## src/hw/rtl/teq_pkg.sv

```systemverilog
// Shared types and constants of the timer expiry queue.
package teq_pkg;

    localparam int OP_W   = 2;
    localparam int SLOT_W = 4;
    localparam int TIME_W = 64;
    localparam int KIND_W = 2;

    typedef enum logic [OP_W-1:0] {
        OP_ADD    = 2'd0,
        OP_UPDATE = 2'd1,
        OP_REMOVE = 2'd2,
        OP_EVENT  = 2'd3
    } t_op;

    typedef enum logic [KIND_W-1:0] {
        KIND_FIRED   = 2'd0,
        KIND_PROGRAM = 2'd1,
        KIND_DISARM  = 2'd2
    } t_kind;

    typedef enum logic [2:0] {
        ST_IDLE,
        ST_DECIDE,
        ST_FIRE,
        ST_SCAN,
        ST_RESULT
    } t_state;

endpackage

```

## src/hw/rtl/teq_in_if.sv

```systemverilog
// Request channel of the timer expiry queue: one operation word per handshake.
interface teq_in_if
    import teq_pkg::*;
();
    logic              valid;
    logic              ready;
    logic [OP_W-1:0]   operation;
    logic [SLOT_W-1:0] slot;
    logic [TIME_W-1:0] expiry_time;
    logic [TIME_W-1:0] now_time;

    modport source (output valid, operation, slot, expiry_time, now_time, input ready);
    modport sink   (input valid, operation, slot, expiry_time, now_time, output ready);
endinterface

```

## src/hw/rtl/teq_out_if.sv

```systemverilog
// Result channel of the timer expiry queue: one fired or compare word per handshake.
interface teq_out_if
    import teq_pkg::*;
();
    logic              valid;
    logic              ready;
    logic [KIND_W-1:0] kind;
    logic [SLOT_W-1:0] fired_slot;
    logic [TIME_W-1:0] compare_time;
    logic              last;

    modport source (output valid, kind, fired_slot, compare_time, last, input ready);
    modport sink   (input valid, kind, fired_slot, compare_time, last, output ready);
endinterface

```

## src/hw/rtl/timer_expiry_queue_core.sv

```systemverilog
// Timer expiry queue: expiry memory, registered bits and the scanning sequencer.
//
// Holds NUM_TIMERS timer slots; expiries live in a single-port synchronous memory
// and the registered bits in flip-flops. One request word is taken at a time.
// Ignored requests return to idle with no word; an add or update that programs
// its own expiry while the compare event is disarmed loads its compare word
// directly and waits only for the output. Every other request runs a minimum
// search that reads the memory once per slot, then emits the word. A clock event
// that fires k timers runs k + 1 such searches through the one read port of the
// expiry memory. The result register lets the sequencer run on while a word waits
// to be taken.
module timer_expiry_queue_core
    import teq_pkg::*;
#(
    parameter int NUM_TIMERS = 16
) (
    input  logic            i_clk,
    input  logic            i_rst_n,
    teq_in_if.sink          i_item,
    teq_out_if.source       o_result
);

    localparam int IDX_W = (NUM_TIMERS > 1) ? $clog2(NUM_TIMERS) : 1;
    localparam int CNT_W = $clog2(NUM_TIMERS + 1);

    logic [TIME_W-1:0] r_mem [NUM_TIMERS];

    t_state            r_state, n_state;
    logic [NUM_TIMERS-1:0] r_reg;
    logic              r_event_active;

    t_op               r_op;
    logic [SLOT_W-1:0] r_slot;
    logic [TIME_W-1:0] r_exp;
    logic [TIME_W-1:0] r_now;

    logic [CNT_W-1:0]  r_cnt;
    logic              r_rd_vld;
    logic [IDX_W-1:0]  r_rd_idx;
    logic [TIME_W-1:0] r_rd_data;
    logic              r_best_found;
    logic [TIME_W-1:0] r_best_time;
    logic [IDX_W-1:0]  r_best_idx;

    logic              r_out_valid;
    t_kind             r_out_kind;
    logic [SLOT_W-1:0] r_out_slot;
    logic [TIME_W-1:0] r_out_time;
    logic              r_out_last;

    logic              out_free;
    logic              slot_ok;
    logic [IDX_W-1:0]  slot_idx;
    logic              slot_reg;
    logic              is_late;
    logic              ignore;
    logic              fire_now;
    logic              scan_issue;
    logic              scan_done;
    logic              best_take;

    logic              c_mem_wr;
    logic              c_set_slot;
    logic              c_clr_slot;
    logic              c_clr_best;
    logic              c_start_scan;
    logic              c_load_direct;
    logic              c_load_out;
    t_kind             c_out_kind;
    logic [SLOT_W-1:0] c_out_slot;
    logic [TIME_W-1:0] c_out_time;
    logic              c_out_last;
    logic              c_upd_active;
    logic              c_active_val;

    assign out_free   = !r_out_valid || o_result.ready;
    assign slot_ok    = (32'(r_slot) < NUM_TIMERS);
    assign slot_idx   = IDX_W'(r_slot);
    assign slot_reg   = r_reg[slot_idx];
    assign is_late    = (r_exp < r_now);
    assign fire_now   = r_best_found && (r_best_time <= r_now);
    assign scan_issue = (r_state == ST_SCAN) && (r_cnt != CNT_W'(NUM_TIMERS));
    assign scan_done  = (r_state == ST_SCAN) && (r_cnt == CNT_W'(NUM_TIMERS)) && !r_rd_vld;
    assign best_take  = r_rd_vld && r_reg[r_rd_idx] &&
                        (!r_best_found || (r_rd_data < r_best_time));

    always_comb begin
        case (r_op)
            OP_ADD:    ignore = !slot_ok || slot_reg;
            OP_UPDATE: ignore = !slot_ok || !slot_reg;
            OP_REMOVE: ignore = !slot_ok || !slot_reg;
            default:   ignore = 1'b0;
        endcase
    end

    // Next state
    always_comb begin
        n_state = r_state;
        case (r_state)
            ST_IDLE: begin
                if (i_item.valid) n_state = ST_DECIDE;
            end
            ST_DECIDE: begin
                if (r_op == OP_EVENT) begin
                    n_state = ST_SCAN;
                end else if (ignore) begin
                    n_state = ST_IDLE;
                end else if (r_op == OP_REMOVE) begin
                    n_state = ST_SCAN;
                end else if (is_late) begin
                    n_state = ST_FIRE;
                end else if (!r_event_active) begin
                    n_state = ST_RESULT;
                end else begin
                    n_state = ST_SCAN;
                end
            end
            ST_FIRE: begin
                if (out_free) n_state = ST_SCAN;
            end
            ST_SCAN: begin
                if (scan_done) n_state = ST_RESULT;
            end
            ST_RESULT: begin
                if (out_free) begin
                    n_state = ((r_op == OP_EVENT) && fire_now) ? ST_SCAN : ST_IDLE;
                end
            end
            default: n_state = ST_IDLE;
        endcase
    end

    // Control strobes
    always_comb begin
        c_mem_wr      = 1'b0;
        c_set_slot    = 1'b0;
        c_clr_slot    = 1'b0;
        c_clr_best    = 1'b0;
        c_load_direct = 1'b0;
        c_load_out    = 1'b0;
        c_out_kind    = KIND_DISARM;
        c_out_slot    = '0;
        c_out_time    = '0;
        c_out_last    = 1'b0;
        c_upd_active  = 1'b0;
        c_active_val  = 1'b0;
        c_start_scan  = (n_state == ST_SCAN) && (r_state != ST_SCAN);
        case (r_state)
            ST_DECIDE: begin
                if (r_op != OP_EVENT && !ignore) begin
                    if (r_op == OP_REMOVE) begin
                        c_clr_slot = 1'b1;
                    end else begin
                        c_mem_wr = 1'b1;
                        if (is_late) begin
                            c_clr_slot = 1'b1;
                        end else begin
                            c_set_slot    = 1'b1;
                            c_load_direct = !r_event_active;
                        end
                    end
                end
            end
            ST_FIRE: begin
                c_load_out = out_free;
                c_out_kind = KIND_FIRED;
                c_out_slot = r_slot;
            end
            ST_RESULT: begin
                c_load_out = out_free;
                if ((r_op == OP_EVENT) && fire_now) begin
                    c_out_kind = KIND_FIRED;
                    c_out_slot = SLOT_W'(r_best_idx);
                    c_clr_best = out_free;
                end else begin
                    // zero time means disarm
                    c_upd_active = out_free;
                    c_out_last   = 1'b1;
                    if (r_best_found && (r_best_time != '0)) begin
                        c_out_kind   = KIND_PROGRAM;
                        c_out_time   = r_best_time;
                        c_active_val = 1'b1;
                    end
                end
            end
            default: ;
        endcase
    end

    always_ff @(posedge i_clk) begin
        if (!i_rst_n) begin
            r_state        <= ST_IDLE;
            r_reg          <= '0;
            r_event_active <= 1'b0;
            r_out_valid    <= 1'b0;
            r_rd_vld       <= 1'b0;
        end else begin
            r_state <= n_state;
            if (c_set_slot) r_reg[slot_idx] <= 1'b1;
            if (c_clr_slot) r_reg[slot_idx] <= 1'b0;
            if (c_clr_best) r_reg[r_best_idx] <= 1'b0;
            if (c_upd_active) r_event_active <= c_active_val;
            if (c_load_out) begin
                r_out_valid <= 1'b1;
            end else if (o_result.ready) begin
                r_out_valid <= 1'b0;
            end
            r_rd_vld <= scan_issue;
        end
    end

    // Request word, scan datapath and result payload
    always_ff @(posedge i_clk) begin
        if (r_state == ST_IDLE && i_item.valid) begin
            r_op   <= t_op'(i_item.operation);
            r_slot <= i_item.slot;
            r_exp  <= i_item.expiry_time;
            r_now  <= i_item.now_time;
        end
        if (c_start_scan) begin
            r_cnt        <= '0;
            r_best_found <= 1'b0;
        end else begin
            if (scan_issue) r_cnt <= r_cnt + 1'b1;
            if (best_take) begin
                r_best_found <= 1'b1;
                r_best_time  <= r_rd_data;
                r_best_idx   <= r_rd_idx;
            end
        end
        if (c_load_direct) begin
            r_best_found <= 1'b1;
            r_best_time  <= r_exp;
        end
        r_rd_idx <= r_cnt[IDX_W-1:0];
        if (c_load_out) begin
            r_out_kind <= c_out_kind;
            r_out_slot <= c_out_slot;
            r_out_time <= c_out_time;
            r_out_last <= c_out_last;
        end
    end

    // Expiry memory: one write and one registered read per cycle
    always_ff @(posedge i_clk) begin
        if (c_mem_wr) r_mem[slot_idx] <= r_exp;
        if (scan_issue) r_rd_data <= r_mem[r_cnt[IDX_W-1:0]];
    end

    assign i_item.ready          = (r_state == ST_IDLE);
    assign o_result.valid        = r_out_valid;
    assign o_result.kind         = r_out_kind;
    assign o_result.fired_slot   = r_out_slot;
    assign o_result.compare_time = r_out_time;
    assign o_result.last         = r_out_last;

`ifndef SYNTH
    a_fire_registered: assert property (@(posedge i_clk) disable iff (!i_rst_n)
        c_clr_best |-> r_reg[r_best_idx])
        else $error("fired slot was not registered");

    a_read_in_scan: assert property (@(posedge i_clk) disable iff (!i_rst_n)
        r_rd_vld |-> (r_state == ST_SCAN))
        else $error("memory read data outside a scan");

    a_last_ends_item: assert property (@(posedge i_clk) disable iff (!i_rst_n)
        (c_load_out && c_out_last) |=> (r_state == ST_IDLE))
        else $error("final word did not end the item");

    a_program_arms: assert property (@(posedge i_clk) disable iff (!i_rst_n)
        (c_upd_active && (c_out_kind == KIND_PROGRAM)) |=> r_event_active)
        else $error("programmed compare left the event disarmed");
`endif

endmodule
```

## src/flat_wrapper.sv

```systemverilog
// flat-port wrapper written by rule: the top's interface ports become plain ports
module timer_expiry_queue_core_flat import teq_pkg::*;
#(
    parameter int NUM_TIMERS = 16
)
  (i_clk, i_rst_n, i_item_valid, i_item_operation, i_item_slot, i_item_expiry_time, i_item_now_time, i_item_ready, o_result_valid, o_result_kind, o_result_fired_slot, o_result_compare_time, o_result_last, o_result_ready);
  teq_in_if i_item_i ();
  teq_out_if o_result_i ();
  input  logic i_clk;
  input  logic i_rst_n;
  input wire logic [$bits(i_item_i.valid)-1:0] i_item_valid;
  input wire logic [$bits(i_item_i.operation)-1:0] i_item_operation;
  input wire logic [$bits(i_item_i.slot)-1:0] i_item_slot;
  input wire logic [$bits(i_item_i.expiry_time)-1:0] i_item_expiry_time;
  input wire logic [$bits(i_item_i.now_time)-1:0] i_item_now_time;
  output wire logic [$bits(i_item_i.ready)-1:0] i_item_ready;
  output wire logic [$bits(o_result_i.valid)-1:0] o_result_valid;
  output wire logic [$bits(o_result_i.kind)-1:0] o_result_kind;
  output wire logic [$bits(o_result_i.fired_slot)-1:0] o_result_fired_slot;
  output wire logic [$bits(o_result_i.compare_time)-1:0] o_result_compare_time;
  output wire logic [$bits(o_result_i.last)-1:0] o_result_last;
  input wire logic [$bits(o_result_i.ready)-1:0] o_result_ready;
  assign i_item_i.valid = i_item_valid;
  assign i_item_i.operation = i_item_operation;
  assign i_item_i.slot = i_item_slot;
  assign i_item_i.expiry_time = i_item_expiry_time;
  assign i_item_i.now_time = i_item_now_time;
  assign i_item_ready = i_item_i.ready;
  assign o_result_valid = o_result_i.valid;
  assign o_result_kind = o_result_i.kind;
  assign o_result_fired_slot = o_result_i.fired_slot;
  assign o_result_compare_time = o_result_i.compare_time;
  assign o_result_last = o_result_i.last;
  assign o_result_i.ready = o_result_ready;
  timer_expiry_queue_core #(.NUM_TIMERS(NUM_TIMERS)) u_core (.i_clk(i_clk), .i_rst_n(i_rst_n), .i_item(i_item_i), .o_result(o_result_i));
endmodule
```

## config.mk

```make
export PLATFORM = sky130hd
export DESIGN_NAME = timer_expiry_queue_core_flat
export DESIGN_NICKNAME = d
export VERILOG_FILES = /design/src/hw/rtl/teq_pkg.sv /design/src/hw/rtl/teq_in_if.sv /design/src/hw/rtl/teq_out_if.sv /design/src/hw/rtl/timer_expiry_queue_core.sv /design/src/flat_wrapper.sv
export SDC_FILE = /design/constraint.sdc
export NUM_CORES = 2
export LEC_CHECK = 0
export BUFFER_PORTS_ARGS = -buffer_cell sky130_fd_sc_hd__clkbuf_2
export CAP_MARGIN = 10
export CORE_ASPECT_RATIO = 1.1
export CORE_MARGIN = 1
export CORE_UTILIZATION = 50
export DETAILED_ROUTE_END_ITERATION = 12
export GPL_ROUTABILITY_DRIVEN = 0
export HOLD_SLACK_MARGIN = 0.03
export PLACE_DENSITY = 0.7
export SETUP_SLACK_MARGIN = 0.3
export SYNTH_ARGS = -nofsm -noshare
export SYNTH_HDL_FRONTEND = slang
export SYNTH_SLANG_ARGS = --single-unit
```

## constraint.sdc

```tcl
create_clock -name i_clk -period 17.25 [get_ports i_clk]
set_clock_uncertainty 0.05 [all_clocks]
set_input_delay 2.5875 -clock i_clk [delete_from_list [all_inputs] [get_ports i_clk]]
set_output_delay 2.5875 -clock i_clk [all_outputs]
set_load 0.01 [all_outputs]
```

==> Yosys cells after proc, flatten, opt, wreduce, memory -nomap -nowiden <==
Memory sizes are Yosys's and may differ from the RTL's. A register that Yosys moved wholly into a read port is not among the register bits.
Index checks and enable logic that the tools add are counted.
{ "classes": {"eq_ne": 13, "mul": 0, "n_shift": 0, "n_div": 0, "n_reduce_logical": 32, "n_bitwise": 8, "n_addsub": 1, "order_cmp": 8, "n_mux": 63} }
{ "op_table": {"columns": ["cell", "n"], "rows": [
  ["64-bit two-way mux", 3],
  ["64-bit < comparator", 2],
  ["16-bit two-way mux", 5],
  ["64-bit less-or-equal comparator", 1],
  ["64-bit nonzero test", 1],
  ["1-bit two-way mux", 34],
  ["16-bit bitwise AND", 2],
  ["16-bit NOT", 2],
  ["3-bit two-way mux", 9],
  ["16-bit bitwise OR", 1],
  ["4-bit by 5-bit < comparator with 1-bit output, second input constant", 3],
  ["3-bit case mux with 5 select lines", 1],
  ["1-bit logical AND", 13],
  ["3-bit by 2-bit equality test with 1-bit output, second input constant", 3],
  ["1-bit binary-select mux with 4-bit select", 2],
  ["1-bit demux with 4-bit select", 2],
  ["4-bit by 1-bit >= comparator with 1-bit output, second input constant", 2],
  ["4-bit case mux with 2 select lines", 1],
  ["1-bit zero test", 6],
  ["2-bit two-way mux", 3],
  ["2-bit nonzero test", 3],
  ["5-bit by 1-bit adder with 5-bit output, second input constant", 1],
  ["5-bit equality test, second input constant", 1],
  ["5-bit != test, second input constant", 1],
  ["16 further kinds", 23]
]} }
{ "totals": {"reg_bits": 305, "rom_bits": 0, "inputBits": 138, "n_memories": 1, "latchBits": 0, "ram_bits": 1024} }
{ "mem_list": {"columns": ["name", "words", "word_bits", "rd", "rd_clocked_by_memory_dff", "wr", "line_no", "source"], "rows": [
  ["u_core.r_mem", 16, 64, 1, 1, 1, "timer_expiry_queue_core.sv:26", "logic [TIME_W-1:0] r_mem [NUM_TIMERS];"]
]} }

==> Longest topological paths before layout <==
{ "depth": {"depth_word": 15, "depth_mapped": 12, "mapped_depth_nobuf": 10} }

==> Worst setup path before layout <==
OpenSTA, ideal clock, no wires.
{ "synth_path": {"path_kind": "input port to flip-flop", "start": "input port i_item_valid", "end": "register u_core.r_best_time[0], enable pin", "setup_time_ns": 0.503, "arrival_ns": 8.364, "path_slack_ns": 8.333, "cell_stages": 6, "cell_sequence": "and2_1 > a221oi_1 > nand2_1 > nand2_1 > nand3_1 > o211ai_1"} }
{ "synth_via": {"elab_chain_cells": 6} }
{ "synth_lines": {"columns": ["element", "line_no", "source"], "rows": [
  ["start: declaration", "flat_wrapper.sv:11", "input wire logic [$bits(i_item_i.valid)-1:0] i_item_valid;"],
  ["3-bit two-way mux", "timer_expiry_queue_core.sv:101", "if (i_item.valid) n_state = ST_DECIDE;"],
  ["3-bit case mux with 5 select lines", "timer_expiry_queue_core.sv:99", "case (r_state)"],
  ["3-bit by 2-bit equality test with 1-bit output", "timer_expiry_queue_core.sv:147", "c_start_scan = (n_state == ST_SCAN) && (r_state != ST_SCAN);"],
  ["1-bit logical AND", "timer_expiry_queue_core.sv:147", null],
  ["2-bit != test (no source line)", null, null],
  ["2-bit AND reduction (no source line)", null, null],
  ["end signal: assignment", "timer_expiry_queue_core.sv:227", "r_best_time <= r_rd_data;"],
  ["end signal: assignment", "timer_expiry_queue_core.sv:233", "r_best_time <= r_exp;"],
  ["end: declaration", "timer_expiry_queue_core.sv:42", "logic [TIME_W-1:0] r_best_time;"]
]} }
Every way passes these cells.
A chain may end at the register's enable or synchronous reset.

==> Worst setup path in the final report <==
{ "layout_path": {"start": "register u_core.r_exp[5]", "end": "register u_core.r_best_time[22], enable pin"} }
{ "layout_via": {"elab_chain_cells": 10, "elab_cells_between_ends": 15, "cone_classes": "1 x order compare; 2 x eq/ne; 9 x mux; 3 x reduce/logical"} }
{ "layout_lines": {"columns": ["element", "line_no", "source"], "rows": [
  ["start: declaration", "timer_expiry_queue_core.sv:34", "logic [TIME_W-1:0] r_exp;"],
  ["start signal: assignment", "timer_expiry_queue_core.sv:217", "r_exp <= i_item.expiry_time;"],
  ["64-bit < comparator *", "timer_expiry_queue_core.sv:80", "assign is_late = (r_exp < r_now);"],
  ["3-bit two-way mux", "timer_expiry_queue_core.sv:110", "end else if (is_late) begin"],
  ["3-bit two-way mux", "timer_expiry_queue_core.sv:108", "end else if (r_op == OP_REMOVE) begin"],
  ["3-bit two-way mux", "timer_expiry_queue_core.sv:106", "end else if (ignore) begin"],
  ["3-bit two-way mux", "timer_expiry_queue_core.sv:104", "if (r_op == OP_EVENT) begin"],
  ["3-bit case mux with 5 select lines", "timer_expiry_queue_core.sv:99", null],
  ["3-bit by 2-bit equality test with 1-bit output", "timer_expiry_queue_core.sv:147", null],
  ["1-bit logical AND", "timer_expiry_queue_core.sv:147", null],
  ["2-bit != test (no source line)", null, null],
  ["2-bit AND reduction (no source line) *", null, null]
]} }
Every way passes the cells marked *; elsewhere a longest branch is shown, timed or not.

==> impl_metrics.csv <==
group,metric,value,unit
status,run_status,"finished clean",
drt,post_drt_wl_per_cell,30.2,um
final_layout,synthToLayoutAreaGrowth,13.7,%
timing,layout_worst_path_cycle_share,36.9,%
clock_network,tritoncts_clock_tree,"built",
timing,final-hold-violation-count,0,
clock_network,clock_sink_count,1393,
timing,tightestPinTransition,1.22,ns
clock_network,clock_path_buffers,3,
clock_network,htree_levels,4,
worst_setup_path,worst_ep_required_time,17.58,ns
logic_synthesis,asyncSetResetFlopFracSynth,0,%
timing,fmax,0.157,GHz
drt,vias,29200,
timing,setup-tns-final,0,ns
pwr,combPwrFrac,16.4,%
worst_setup_path,crit_arrival,6.70,ns
logic_synthesis,count_of_flip_flops_with_a_built_in_enable_after_synthesis,1361,
place,dp_hpwl,84.9,mm
timing,timing_max_transition_violations_final,0,
worst_setup_path,cp_max_fo,39,
logic_synthesis,synth_sequential_area_ratio,73.5,%
logic_synthesis,synth.area.top_cells,"sky130_fd_sc_hd__edfxtp_1 (72%), sky130_fd_sc_hd__mux4_2 (13%), sky130_fd_sc_hd__ha_1 (4.3%), sky130_fd_sc_hd__dfxtp_1 (1.1%), sky130_fd_sc_hd__inv_1 (0.96%)",
worst_setup_path,timing.setup.critical_path_class,"flip-flop to flip-flop",
worst_setup_path,cp_common_cell,"sky130_fd_sc_hd__buf_4",
logic_synthesis,netlist_area,56400,um2
clock_network,clock_tree.root_cell,"sky130_fd_sc_hd__clkbuf_16",
floorplanning,die_area,114000,um2
pwr,seq_power_share,48.7,%
pwr,sw_frac_of_total,26.2,%
logic_synthesis,synth_largest_area_cell,"sky130_fd_sc_hd__edfxtp_1",
timing,setup_viol,0,
global_route,overflow,0,
worst_setup_path,crit_path_cell_trace,"ha_1 -> a21oi_1 -> o21ai_0 -> a221o_1 -> a211oi_1 -> a2bb2oi_1 -> nand2_1 -> a21bo_1 -> o211ai_1 -> buf_4 -> buf_4",
logic_synthesis,synth_ff_type,"sky130_fd_sc_hd__edfxtp_1",
final_layout,nets,3432,
pwr,power_density,137,nW/um2
global_route,track_usage,25.4,%
worst_setup_path,critical_path.startpoint_type,"flip-flop",
drt,route.detailed.drc,0,
final_layout,top_register,"u_core.r_mem",
drt,route.final.wire_length,142,mm
logic_synthesis,net_count_of_the_mapped_netlist,3129,
clock_network,cts_buffers,141,
floorplanning,ports,211,
global_route,largest_net_degree_at_the_start_of_global_routing,152,
clock_network,post-cts-setup-buffers,0,
pwr,p_sw,2300,uW
worst_setup_path,critical_path.top_delay_family,"compound AO/OA/AOI/OAI gates",
pwr,total_leakage_power,0.0213,uW
logic_synthesis,ys_types,65,
pwr,p_int,6500,uW
logic_synthesis,yosys_warnings,0,
job,drv.max_cap_violation_count,0,
place,place_inst,4451,
clock_network,clk_transition_reported_paths,0.06,ns
global_route,number_of_antenna_violations_at_the_first_check_in_global_routing,4,
final_layout,multiInputGateArea,14100,um2
floorplanning,vert_die_dim,354,um
final_layout,final.fill_count,8052,
drt,detail_route.first_pass.iterations,6,
logic_synthesis,synth.avg_cell_area,20.2,um2
worst_setup_path,critPathSlowestCell,"sky130_fd_sc_hd__a2bb2oi_1",
timing,maxSlewHeadroom,17.9,%
final_layout,seq_area,41500,um2
floorplanning,rows,128,
pwr,clkPwrFrac,35.0,%
timing,hold_slack,0.412,ns
worst_setup_path,max_stage_delay,0.98,ns
final_layout,drive_gt1_share,26.8,%
timing,unrepaired_setup_endpoints_after_global_routing,"no",
drt,violation_count_after_the_first_detailed_route_iteration,3591,
clock_network,cts_resized,0,
floorplanning,initial_standard_cell_utilization_of_the_core,50.7,%
logic_synthesis,synthMostInstantiatedCell,"sky130_fd_sc_hd__edfxtp_1",
floorplanning,core_area,111000,um2
pwr,power.ir.vdd_worst,109,uV
drt,drt-vias-per-instance,6.20,
global_route,grt_pass1_wl,206,mm
floorplanning,dieWidth,322,um
clock_network,clkLatencyLatePin,0.78,ns
logic_synthesis,yosys-top-cells-count,"sky130_fd_sc_hd__edfxtp_1 (1361), sky130_fd_sc_hd__mux4_2 (329), sky130_fd_sc_hd__ha_1 (195)",
logic_synthesis,synthDominantCellAreaShare,72.4,%
worst_hold_path,holdCritPathClass,"flip-flop to flip-flop",
global_route,first_global_vias,30100,
logic_synthesis,synthesis.instances,2796,
worst_setup_path,crit_buf_inv,2,
worst_setup_path,setup.worst_path.end_class,"flip-flop",
drt,detail-route-antenna-nets,0,
place,port-buffer-count,210,
final_layout,largest_register_ffs,1024,
final_layout,layoutNonFillerInstCount,4711,
final_layout,post_route_utilization,57.6,%
logic_synthesis,synth-seq-cells,1393,
clock_network,cts.hold.buffers_added,0,
timing,timing.final.crit_period,6.37,ns
## cells by family after synthesis
| logic type | Yosys count | synth area share [%] |
|---|---|---|
| adders and majority gates | 195 | 4.32 |
| DFF | 1393 | 73.5 |
| and+or+nand+nor | 323 | 3.07 |
| muxes | 396 | 14.5 |
| buffers and inverters | 246 | 1.72 |
| AOI/OAI and AO/OA | 240 | 2.83 |
| xor gates and xnor gates | 3 | 0.0466 |
## layout by cell type, fill, tap and decap left out, types with 28 or more instances in the layout
master,count
sky130_fd_sc_hd__and2_1,68
sky130_fd_sc_hd__inv_1,144
sky130_fd_sc_hd__ha_1,195
sky130_fd_sc_hd__mux2_2,38
sky130_fd_sc_hd__a21oi_1,73
sky130_fd_sc_hd__clkbuf_16,144
sky130_fd_sc_hd__o21ai_0,38
sky130_fd_sc_hd__clkbuf_2,210
sky130_fd_sc_hd__nand4_1,35
sky130_fd_sc_hd__edfxtp_1,1361
sky130_fd_sc_hd__buf_4,50
sky130_fd_sc_hd__mux4_2,329
sky130_fd_sc_hd__nand2_1,69
sky130_fd_sc_hd__clkinv_1,34
sky130_fd_sc_hd__dfxtp_1,28
## final timing paths
check / start / to / slack (ns) / cells past startpoint
max: u_core.r_exp[5] / u_core.r_best_time[22] / 10.88 / 11
min: u_core.r_rd_idx[2] / u_core.r_best_idx[2] / 0.41 / 0
max reg2reg: u_core.r_exp[5] / u_core.r_best_time[22] / 10.88 / 11
min reg2reg: u_core.r_rd_idx[2] / u_core.r_best_idx[2] / 0.41 / 0
## power by group through the flow
stage / clock network (uW) / logic (uW) / registers [uW]
2_1_floorplan: 0 / 1050 / 4240
3_3_place_gp: 0 / 1410 / 4330
3_5_place_dp: 0 / 1440 / 4350
4_1_cts: 3120 / 1450 / 4280
5_1_grt: 3240 / 1550 / 4310
6_report: 3080 / 1440 / 4280
## layout make-up
| cell class | count | share of cell area [%] |
|---|---|---|
| clock buffer | 167 | 5.75 |
| sequential | 1393 | 64.7 |
| antenna | 1 | 0.00390 |
| timing repair buffer | 262 | 2.29 |
| inverter | 144 | 0.843 |
| tap | 1495 | 2.92 |
| multi-input combinational | 1157 | 22.0 |
| clock inverter | 92 | 1.48 |
## per-stage QoR
step / power [uW] / instance area, um2 / worst slack [ns]
after detailed placement: 5800 / 59500 / 11.04
final: 8800 / 64200 / 10.88
after global routing: 9100 / 64200 / 10.59
after global placement: 5740 / 59500 / 11.13
after CTS: 8850 / 64200 / 10.99
after floorplan: 5300 / 56400 / 8.33
## metal layers
layer  routed length, um  global-route usage, %
met4                4180                   7.96
met2               69200                   40.5
met3               11900                   5.21
met5                   0                      0
met1               56900                   35.3
## worst register-to-register path, delay by kind of cell, from the launching register on
family	cells	cell delay (ns)
compound gates	7	2.89
buf+inv	2	1.15
simple gates	1	0.74
flops	1	0.73
fa+ha+maj	1	0.38
Power figures use the tool's default switching activity.
